<file path="src/rtl/efr_pkg.sv">
// ============================================================================
// efr_pkg
// Shared types and constants for the escaped frame receiver: frame marker
// bytes, buffer sizing and the item/result records passed between modules.
// ============================================================================
package efr_pkg;

    // Frame buffer sizing
    localparam int MAX_FRAME_BYTES = 128;
    localparam int FILL_W          = 8;   // holds 0..MAX_FRAME_BYTES
    localparam int ADDR_W          = 7;   // index into the frame buffer

    // Frame marker bytes
    localparam logic [7:0] ESC_BYTE  = 8'hF4;
    localparam logic [7:0] HDR_END   = 8'hF5;
    localparam logic [7:0] FTR_END   = 8'hFB;
    localparam logic [7:0] TYPE_BYTE = 8'h01;
    localparam logic [7:0] CTRL_BYTE = 8'h40;
    localparam logic [8:0] ENVELOPE  = 9'd9;

    // Configuration reset value
    localparam logic [15:0] GAP_TIMEOUT_RST = 16'd100;

    // Request kinds
    localparam logic REQ_LINK = 1'b0;
    localparam logic REQ_READ = 1'b1;

    // Where the read data of a result comes from
    typedef enum logic [1:0] {
        RD_NONE = 2'd0,
        RD_HDR0 = 2'd1,
        RD_HDR1 = 2'd2,
        RD_MEM  = 2'd3
    } t_rd_src;

    // One input item
    typedef struct packed {
        logic              req_type;
        logic [7:0]        rx_byte;
        logic [31:0]       now_ms;
        logic [ADDR_W-1:0] read_index;
    } t_efr_item;

    // One result item
    typedef struct packed {
        logic       frame_done;
        logic       frame_ok;
        logic [7:0] frame_length;
        logic [7:0] read_data;
    } t_efr_result;

endpackage

</file>
<file path="src/rtl/efr_frame_core.sv">
// ============================================================================
// efr_frame_core
// Frame assembly state, frame buffer and result register. One item is
// processed per enable; the result is registered at the same edge.
// ============================================================================
module efr_frame_core (
    input  logic                i_clk,
    input  logic                i_rst_n,
    input  logic                i_cfg_we,
    input  logic [15:0]         i_cfg_wdata,
    input  logic                i_en,
    input  efr_pkg::t_efr_item  i_item,
    output efr_pkg::t_efr_result o_result
);

    // Frame buffer; entries 0 and 1 always hold F4 F5 once written, so they
    // are answered from constants and never stored.
    logic [7:0] r_mem [efr_pkg::MAX_FRAME_BYTES];
    logic [7:0] r_mem_q;

    // Configuration
    logic [15:0] r_gap;

    // Frame state
    logic [efr_pkg::FILL_W-1:0] r_fill, n_fill;
    logic [efr_pkg::FILL_W-1:0] r_exp, n_exp;
    logic                       r_esc, n_esc;
    logic [31:0]                r_last, n_last;
    logic [15:0]                r_sum, n_sum;
    logic [7:0]                 r_ck_hi, n_ck_hi;
    logic [7:0]                 r_ck_lo, n_ck_lo;

    // Result register
    logic                       r_done;
    logic                       r_ok;
    logic [7:0]                 r_len;
    efr_pkg::t_rd_src           r_rd_src;

    // Decode of the current link byte
    logic [efr_pkg::FILL_W-1:0] f_e, e_e, nf;
    logic                       esc_e;
    logic [15:0]                sum_e;
    logic                       tmo;
    logic                       decoded;
    logic                       do_store, do_restart, do_hdr, do_close, len_load;
    logic                       sum_add;
    logic                       mem_we;
    logic                       ck_match;
    logic [8:0]                 len_sum;
    logic [7:0]                 b;
    logic [7:0]                 want;
    efr_pkg::t_rd_src           rd_src;

    assign b = i_item.rx_byte;

    // Next-state decode for one link byte
    always_comb begin
        tmo      = (r_fill != '0) && ((i_item.now_ms - r_last) >= {16'b0, r_gap});
        f_e      = tmo ? '0 : r_fill;
        e_e      = tmo ? '0 : r_exp;
        esc_e    = tmo ? 1'b0 : r_esc;
        sum_e    = tmo ? 16'd0 : r_sum;
        nf       = f_e + 8'd1;
        len_sum  = {1'b0, b} + efr_pkg::ENVELOPE;
        want     = (f_e == e_e - 8'd2) ? efr_pkg::ESC_BYTE : efr_pkg::FTR_END;
        decoded    = 1'b0;
        do_store   = 1'b0;
        do_restart = 1'b0;
        do_hdr     = 1'b0;
        do_close   = 1'b0;
        len_load   = 1'b0;
        n_esc      = esc_e;

        if (f_e == '0) begin
            do_restart = 1'b1;
        end else if (f_e == 8'd1) begin
            if (b == efr_pkg::HDR_END) begin
                do_store = 1'b1;
            end else begin
                do_restart = 1'b1;
            end
        end else if ((e_e != '0) && (f_e >= e_e - 8'd2)) begin
            // footer bytes
            if (b != want) begin
                if ((f_e == e_e - 8'd1) && (b == efr_pkg::HDR_END)) begin
                    do_hdr = 1'b1;
                end else begin
                    do_restart = 1'b1;
                end
            end else begin
                do_store = 1'b1;
                do_close = (f_e == e_e - 8'd1);
            end
        end else begin
            // header and body with escape decoding
            decoded = 1'b1;
            if (esc_e) begin
                n_esc = 1'b0;
                if (b != efr_pkg::ESC_BYTE) begin
                    decoded = 1'b0;
                    if (b == efr_pkg::HDR_END) begin
                        do_hdr = 1'b1;
                    end else begin
                        do_restart = 1'b1;
                    end
                end
            end else if (b == efr_pkg::ESC_BYTE) begin
                n_esc   = 1'b1;
                decoded = 1'b0;
            end
            if (decoded) begin
                if (f_e >= efr_pkg::FILL_W'(efr_pkg::MAX_FRAME_BYTES)) begin
                    do_restart = 1'b1;
                end else begin
                    do_store = 1'b1;
                    if (((nf == 8'd3) && (b != efr_pkg::TYPE_BYTE)) ||
                        ((nf == 8'd4) && (b != efr_pkg::CTRL_BYTE))) begin
                        do_restart = 1'b1;
                    end else if (nf == 8'd5) begin
                        if (len_sum > 9'(efr_pkg::MAX_FRAME_BYTES)) begin
                            do_restart = 1'b1;
                        end else begin
                            len_load = 1'b1;
                        end
                    end
                end
            end
        end

        // checksum covers bytes 2 up to the last body byte
        sum_add  = (f_e >= 8'd2) &&
                   ((e_e == '0) || (({1'b0, f_e} + 9'd5) <= {1'b0, e_e}));
        mem_we   = do_store && (f_e >= 8'd2);
        ck_match = (sum_e == {r_ck_hi, r_ck_lo});

        n_fill  = f_e;
        n_exp   = e_e;
        n_sum   = sum_e;
        n_last  = i_item.now_ms;
        n_ck_hi = r_ck_hi;
        n_ck_lo = r_ck_lo;

        if (do_store) begin
            n_fill = nf;
            if (sum_add) begin
                n_sum = sum_e + {8'b0, b};
            end
            if ((e_e != '0) && (f_e == e_e - 8'd4)) begin
                n_ck_hi = b;
            end
            if ((e_e != '0) && (f_e == e_e - 8'd3)) begin
                n_ck_lo = b;
            end
        end
        if (len_load) begin
            n_exp = len_sum[7:0];
        end
        if (do_restart) begin
            n_fill = (b == efr_pkg::ESC_BYTE) ? 8'd1 : 8'd0;
            n_exp  = '0;
            n_esc  = 1'b0;
            n_sum  = 16'd0;
        end
        if (do_hdr) begin
            n_fill = 8'd2;
            n_exp  = '0;
            n_esc  = 1'b0;
            n_sum  = 16'd0;
        end
        if (do_close) begin
            n_fill = '0;
            n_exp  = '0;
            n_esc  = 1'b0;
            n_sum  = 16'd0;
            n_last = 32'd0;
        end
    end

    // Read source for a buffer read request
    always_comb begin
        case (i_item.read_index)
            7'd0:    rd_src = efr_pkg::RD_HDR0;
            7'd1:    rd_src = efr_pkg::RD_HDR1;
            default: rd_src = efr_pkg::RD_MEM;
        endcase
    end

    // Configuration register
    always_ff @(posedge i_clk) begin
        if (!i_rst_n) begin
            r_gap <= efr_pkg::GAP_TIMEOUT_RST;
        end else if (i_cfg_we) begin
            r_gap <= i_cfg_wdata;
        end
    end

    // Frame state; read requests leave it alone
    always_ff @(posedge i_clk) begin
        if (!i_rst_n) begin
            r_fill <= '0;
            r_exp  <= '0;
            r_esc  <= 1'b0;
            r_last <= 32'd0;
            r_sum  <= 16'd0;
        end else if (i_en && (i_item.req_type == efr_pkg::REQ_LINK)) begin
            r_fill <= n_fill;
            r_exp  <= n_exp;
            r_esc  <= n_esc;
            r_last <= n_last;
            r_sum  <= n_sum;
        end
    end

    // Captured checksum bytes
    always_ff @(posedge i_clk) begin
        if (i_en && (i_item.req_type == efr_pkg::REQ_LINK)) begin
            r_ck_hi <= n_ck_hi;
            r_ck_lo <= n_ck_lo;
        end
    end

    // Frame buffer: one write port, one registered read port
    always_ff @(posedge i_clk) begin
        if (i_en && (i_item.req_type == efr_pkg::REQ_LINK) && mem_we) begin
            r_mem[f_e[efr_pkg::ADDR_W-1:0]] <= b;
        end
        if (i_en && (i_item.req_type == efr_pkg::REQ_READ)) begin
            r_mem_q <= r_mem[i_item.read_index];
        end
    end

    // Result register
    always_ff @(posedge i_clk) begin
        if (i_en) begin
            if (i_item.req_type == efr_pkg::REQ_READ) begin
                r_done   <= 1'b0;
                r_ok     <= 1'b0;
                r_len    <= 8'd0;
                r_rd_src <= rd_src;
            end else begin
                r_done   <= do_close;
                r_ok     <= do_close && ck_match;
                r_len    <= (do_close && ck_match) ? e_e : 8'd0;
                r_rd_src <= efr_pkg::RD_NONE;
            end
        end
    end

    // Result fields
    always_comb begin
        o_result.frame_done   = r_done;
        o_result.frame_ok     = r_ok;
        o_result.frame_length = r_len;
        case (r_rd_src)
            efr_pkg::RD_HDR0: o_result.read_data = efr_pkg::ESC_BYTE;
            efr_pkg::RD_HDR1: o_result.read_data = efr_pkg::HDR_END;
            efr_pkg::RD_MEM:  o_result.read_data = r_mem_q;
            default:          o_result.read_data = 8'd0;
        endcase
    end

endmodule

</file>
<file path="src/rtl/escaped_frame_receiver_unit.sv">
// ============================================================================
// escaped_frame_receiver_unit
// Assembles escaped serial frames (F4 F5 01 40 len body ck_hi ck_lo F4 FB),
// checks their 16-bit checksum and serves reads of the frame buffer.
// ============================================================================
//
//  channel   | direction | transfer contents
//  ----------+-----------+---------------------------------------------------
//  s stream  | in        | tuser: req_type; tdata: rx_byte, now_ms, read_index
//  m stream  | out       | tdata: frame_done, frame_ok, frame_length, read_data
//  cfg write | in        | gap_timeout_ms
//
//  One item per cycle sustained while the result stream is not stalled; each
//  input transfer passes through the input register, then is decoded into the
//  result register. Throughput is set by the frame buffer's single write and
//  read port, each used at most once per item.
//  Reset is synchronous, active low; it clears the frame state and sets the
//  gap timeout to 100 ms. The buffer is not cleared.
//  A stalled result holds in the output register; the input register still
//  takes a new transfer whenever the item it holds moves on.
//
module escaped_frame_receiver_unit (
    input  logic        i_clk,
    input  logic        i_rst_n,
    // configuration
    input  logic        i_cfg_we,
    input  logic [15:0] i_cfg_wdata,
    // input stream
    input  logic        s_tvalid,
    output logic        s_tready,
    input  logic [47:0] s_tdata,   // rx_byte[7:0], now_ms[39:8], read_index[46:40], 0
    input  logic        s_tuser,   // req_type
    // result stream
    output logic        m_tvalid,
    input  logic        m_tready,
    output logic [23:0] m_tdata    // frame_done[0], frame_ok[1], frame_length[9:2],
                                   // read_data[17:10], 0
);

    efr_pkg::t_efr_item   r_in;
    logic                 r_in_vld;
    logic                 r_out_vld;
    logic                 adv;
    efr_pkg::t_efr_result result;

    // item moves into the result register when that register is free
    assign adv      = r_in_vld && (!r_out_vld || m_tready);
    assign s_tready = !r_in_vld || adv;
    assign m_tvalid = r_out_vld;

    // Input register
    always_ff @(posedge i_clk) begin
        if (s_tvalid && s_tready) begin
            r_in.req_type   <= s_tuser;
            r_in.rx_byte    <= s_tdata[7:0];
            r_in.now_ms     <= s_tdata[39:8];
            r_in.read_index <= s_tdata[46:40];
        end
    end

    // Stage valid flags
    always_ff @(posedge i_clk) begin
        if (!i_rst_n) begin
            r_in_vld  <= 1'b0;
            r_out_vld <= 1'b0;
        end else begin
            if (s_tvalid && s_tready) begin
                r_in_vld <= 1'b1;
            end else if (adv) begin
                r_in_vld <= 1'b0;
            end
            if (adv) begin
                r_out_vld <= 1'b1;
            end else if (m_tready) begin
                r_out_vld <= 1'b0;
            end
        end
    end

    // Frame logic and result register
    efr_frame_core u_core (
        .i_clk       (i_clk),
        .i_rst_n     (i_rst_n),
        .i_cfg_we    (i_cfg_we),
        .i_cfg_wdata (i_cfg_wdata),
        .i_en        (adv),
        .i_item      (r_in),
        .o_result    (result)
    );

    // Result packing
    assign m_tdata = {6'b0, result.read_data, result.frame_length,
                      result.frame_ok, result.frame_done};

endmodule

</file>
<file path="config.mk">
export PLATFORM = sky130hd
export DESIGN_NAME = escaped_frame_receiver_unit
export DESIGN_NICKNAME = d
export VERILOG_FILES = /design/src/rtl/efr_pkg.sv /design/src/rtl/efr_frame_core.sv /design/src/rtl/escaped_frame_receiver_unit.sv
export SDC_FILE = /design/constraint.sdc
export NUM_CORES = 2
export LEC_CHECK = 0
export BUFFER_PORTS_ARGS = -buffer_cell sky130_fd_sc_hd__buf_2
export CORE_UTILIZATION = 43
export CTS_CLUSTER_SIZE = 30
export DETAILED_ROUTE_END_ITERATION = 10
export GPL_TIMING_DRIVEN = 0
export HOLD_SLACK_MARGIN = 0.12
export PLACE_DENSITY = 0.57
export SETUP_SLACK_MARGIN = 0.2
export SYNTH_ARGS = -nofsm -noshare
export SYNTH_HDL_FRONTEND = slang
export SYNTH_HIERARCHICAL = 1
export SYNTH_SLANG_ARGS = --single-unit
export TNS_END_PERCENT = 100
</file>
<file path="constraint.sdc">
create_clock -name i_clk -period 11.1 [get_ports i_clk]
set_input_delay 1.665 -clock i_clk [delete_from_list [all_inputs] [get_ports i_clk]]
set_output_delay 1.665 -clock i_clk [all_outputs]
set_load 0.05 [all_outputs]
</file>
==> key figures <==
Status
  • Status: finished clean

Synth
  • Mapped Avg Cell Area: ~17 sq um
  • Synthesis-stage register bit count: 1191
  • Yosys Warn Count: 6
  • Async SR Flop Fraction: 0
  • Most used DFF post-synth: edfxtp_1
  • Post-synth cell types: 91
  • Mapped Area: 0.0514 sq mm
  • Seq/Total Area, Yosys: 0.680
  • Post-synth EDFFs: approximately 1100
  • Post-Synthesis Cells: 2990

Route
  • Final wirelength: 143000 um
  • Drc violations: 0
  • Drt pass-1 iters: 5
  • Avg WL per Cell: 29.2 um
  • Via count: 29400
  • Initial drt markers: 2630
  • Vias per std cell: roughly 6.0
  • Routed Antenna Nets: 0

Layout
  • Multi-input logic area: 0.0162 sq mm
  • Layout cell share with drive strength beyond 1: 0.258
  • Final core area utilization: 0.509
  • Cell area after layout: about 0.060 sq mm
  • Area growth, synth to finish: 17.0%
  • Reg area: 0.0349 sq mm
  • Non-Filler Instances: 4905
  • Final nets: ~3400
  • # fillers: 9584
  • Diode count: 0

Critical path
  • Crit path capture type: register
  • Data required, critical path: 11.45 ns
  • Crit path max-delay cell type: or4b_1
  • Critical path class: reg -> reg
  • Worst path buffer plus inverter count: 9
  • Worst Path Max Fanout: 10
  • Dominant delay contributor by cell family on the critical path: simple AND/OR/NAND/NOR gates
  • CP arrival: 10.89 ns
  • Worst stage delay on the critical path: 0.52 ns
  • CP Launch Type: register
  • CP most frequent cell: ha_1

Floorplan
  • Initial core utilization: 0.435
  • Core ar.: between 0.1 and 0.15 sq mm
  • Die Area: 0.121 sq mm
  • Ports: 96
  • # rows: 126
  • DIE HEIGHT: ~350 um
  • Die width: 348 um

Placed design
  • Area post-placement: 0.0551 sq mm
  • Gp weighted congestion: 0.907
  • Port buffer count: 87
  • Cells after DPL: 4669
  • Hpwl dp: a little over 100000 um

GRT
  • Tot GR Track Use: 0.238
  • First-pass GRT wire length: around 210000 um
  • Grt total ovfl: 0
  • Pin count of the biggest net entering global routing: 33
  • Vias in the first global route: 29700
  • Initial antenna violation count: 5

Timing
  • Relative slew slack: 0.0583
  • RSZ-0062 raised after global routing: true
  • Endpoints failing setup: 0
  • Fin Setup TNS: 0 ns
  • Worst Skew: 0.0632 ns
  • Final cycle utilization of the critical path: 0.950
  • Hold slack: 0.496 ns
  • Worst-Margin Slew: between 1 and 1.5 ns
  • Final Max Slew Viols: 0
  • Fin. Hold Viols: 0
  • Fmax: 94.9 MHz
  • Crit path time final: 10.54 ns

Power and ir drop
  • Pleak: 19.3 nW
  • VDD IR max: 0.000151 V
  • Pwr per Cell Area: 161 mW/mm^2

CTS
  • Clk slew on worst S/H paths: roughly 0.06 ns
  • Max clock buf depth: 3
  • H-tree depth: 3
  • Sink Count: 1191
  • Clock Latency Late Sink: 0.74 ns
  • Root buf cell: clkbuf_16
  • CTS tree: built
  • Clock buffer count from CTS: 120

Job
  • Max Cap Viol: 0

Hold path
  • Hold crit path type: reg -> reg
[timing repair]
item | in CTS | in global routing
pin swaps | 1 | 12
buffers inserted | 6 | 11
hold buffers | 0 | 0
resized for setup | 152 | 92
gates cloned | 0 | 1
endpoints found under the setup margin | 1089 | 1054
[path summary, 6_finish.rpt]
kind,endpoint,slack [ns],from,cells past startpoint
max,u_core/r_mem[125][7],0.56,r_in[7],42
min,u_core/r_sum[7],0.50,u_core/r_sum[7],1
min reg2reg,u_core/r_sum[7],0.50,u_core/r_sum[7],1
max reg2reg,u_core/r_mem[125][7],0.56,r_in[7],42
[through the flow]
| step | setup slack [ns] | power, mW |
|---|---|---|
| after floorplan | 1.89 | 5.45 |
| after global placement | -1.63 | 5.70 |
| after detailed placement | -1.63 | 5.74 |
| after CTS | 0.258 | 9.73 |
| after global routing | 0.172 | 9.94 |
| final | 0.560 | 9.66 |
[metal layers]
layer	wire length [um]	up-vias	global-route usage
li1	-	12600	-
met1	59600	15500	0.324
met2	70800	1063	0.395
met3	8510	233	0.0366
met4	4510	0	0.0754
met5	0	-	0
[power by group]
group	switching (mW)	internal, mW
Sequential	0.0213	4.93
Combinational	0.416	0.289
Clock	1.74	2.27
[cells in the mapped netlist, types with 9 or more instances]
master | number | share of area
edfxtp_1 | 1108 | 0.65
mux4_2 | 330 | 0.14
nor2_1 | 225 | 0.016
nand2_1 | 126 | 0.0092
clkbuf_1 | 111 | 0.0081
inv_1 | 100 | 0.0073
a21oi_1 | 89 | 0.0087
ha_1 | 88 | 0.021
dfxtp_1 | 83 | 0.032
o21ai_0 | 64 | 0.0062
nor2b_1 | 63 | 0.0077
xnor2_1 | 44 | 0.0075
a22oi_1 | 34 | 0.0050
buf_1 | 33 | 0.0024
nand3_1 | 33 | 0.0032
mux2i_1 | 32 | 0.0062
nand4_1 | 28 | 0.0034
a21o_1 | 27 | 0.0039
nor3_1 | 24 | 0.0023
a31oi_1 | 23 | 0.0028
and2_1 | 23 | 0.0028
xor2_1 | 22 | 0.0037
and3_1 | 19 | 0.0023
o211ai_1 | 14 | 0.0020
o21a_1 | 14 | 0.0020
nand2b_1 | 11 | 0.0013
a22o_1 | 10 | 0.0017
and4_1 | 10 | 0.0017
mux2_2 | 10 | 0.0022
nor4_1 | 10 | 0.0012
buf_4 | 9 | 0.0013
[layout make-up]
cell class	instances	area share
Sequential cell	1191	0.581
Multi-Input combinational cell	1535	0.270
Clock buffer	142	0.0515
Timing Repair Buffer	158	0.0339
Tap cell	1536	0.0319
Clock inverter	74	0.0131
Buffer	168	0.0130
Inverter	101	0.00630
[cells by family (layout without fill, tap and decap cells)]
group	after synthesis	count (layout)	share of synthesized area
buffers and inverters	269	643	0.0215
adder cells (fa/ha/maj)	90	90	0.0222
multiplexers	372	372	0.153
flip-flops	1191	1191	0.680
other	1	6	0.0000730
XOR/XNOR	66	66	0.0112
AO/OA/AOI/OAI	379	379	0.0506
AND/OR/NAND/NOR	622	622	0.0617
[cells in the final DEF (no fill, tap or decap), types with 40 or more instances in the layout]
cell and count:
buf_16 43, mux4_2 330, inv_1 100, xnor2_1 44
dfxtp_1 83, a21oi_1 88, nor2_4 87, nor2b_1 62
nor2_2 40, ha_1 88, clkbuf_1 125, nor2_1 98
nand2_1 124, buf_2 97, clkbuf_16 121, edfxtp_1 1108
o21ai_0 64
[registers in the layout, summed over array words and instances, names as in the netlist]
signal / cells
m_tvalid: 1
r_in: 48
r_in_vld: 1
u_core/r_ck_hi: 8
u_core/r_ck_lo: 8
u_core/r_done: 1
u_core/r_esc: 1
u_core/r_exp: 8
u_core/r_fill: 8
u_core/r_gap: 16
u_core/r_last: 32
u_core/r_len: 8
u_core/r_mem: 1024
u_core/r_mem_q: 8
u_core/r_ok: 1
u_core/r_rd_src: 2
u_core/r_sum: 16
(Power assumes the default switching activity.)
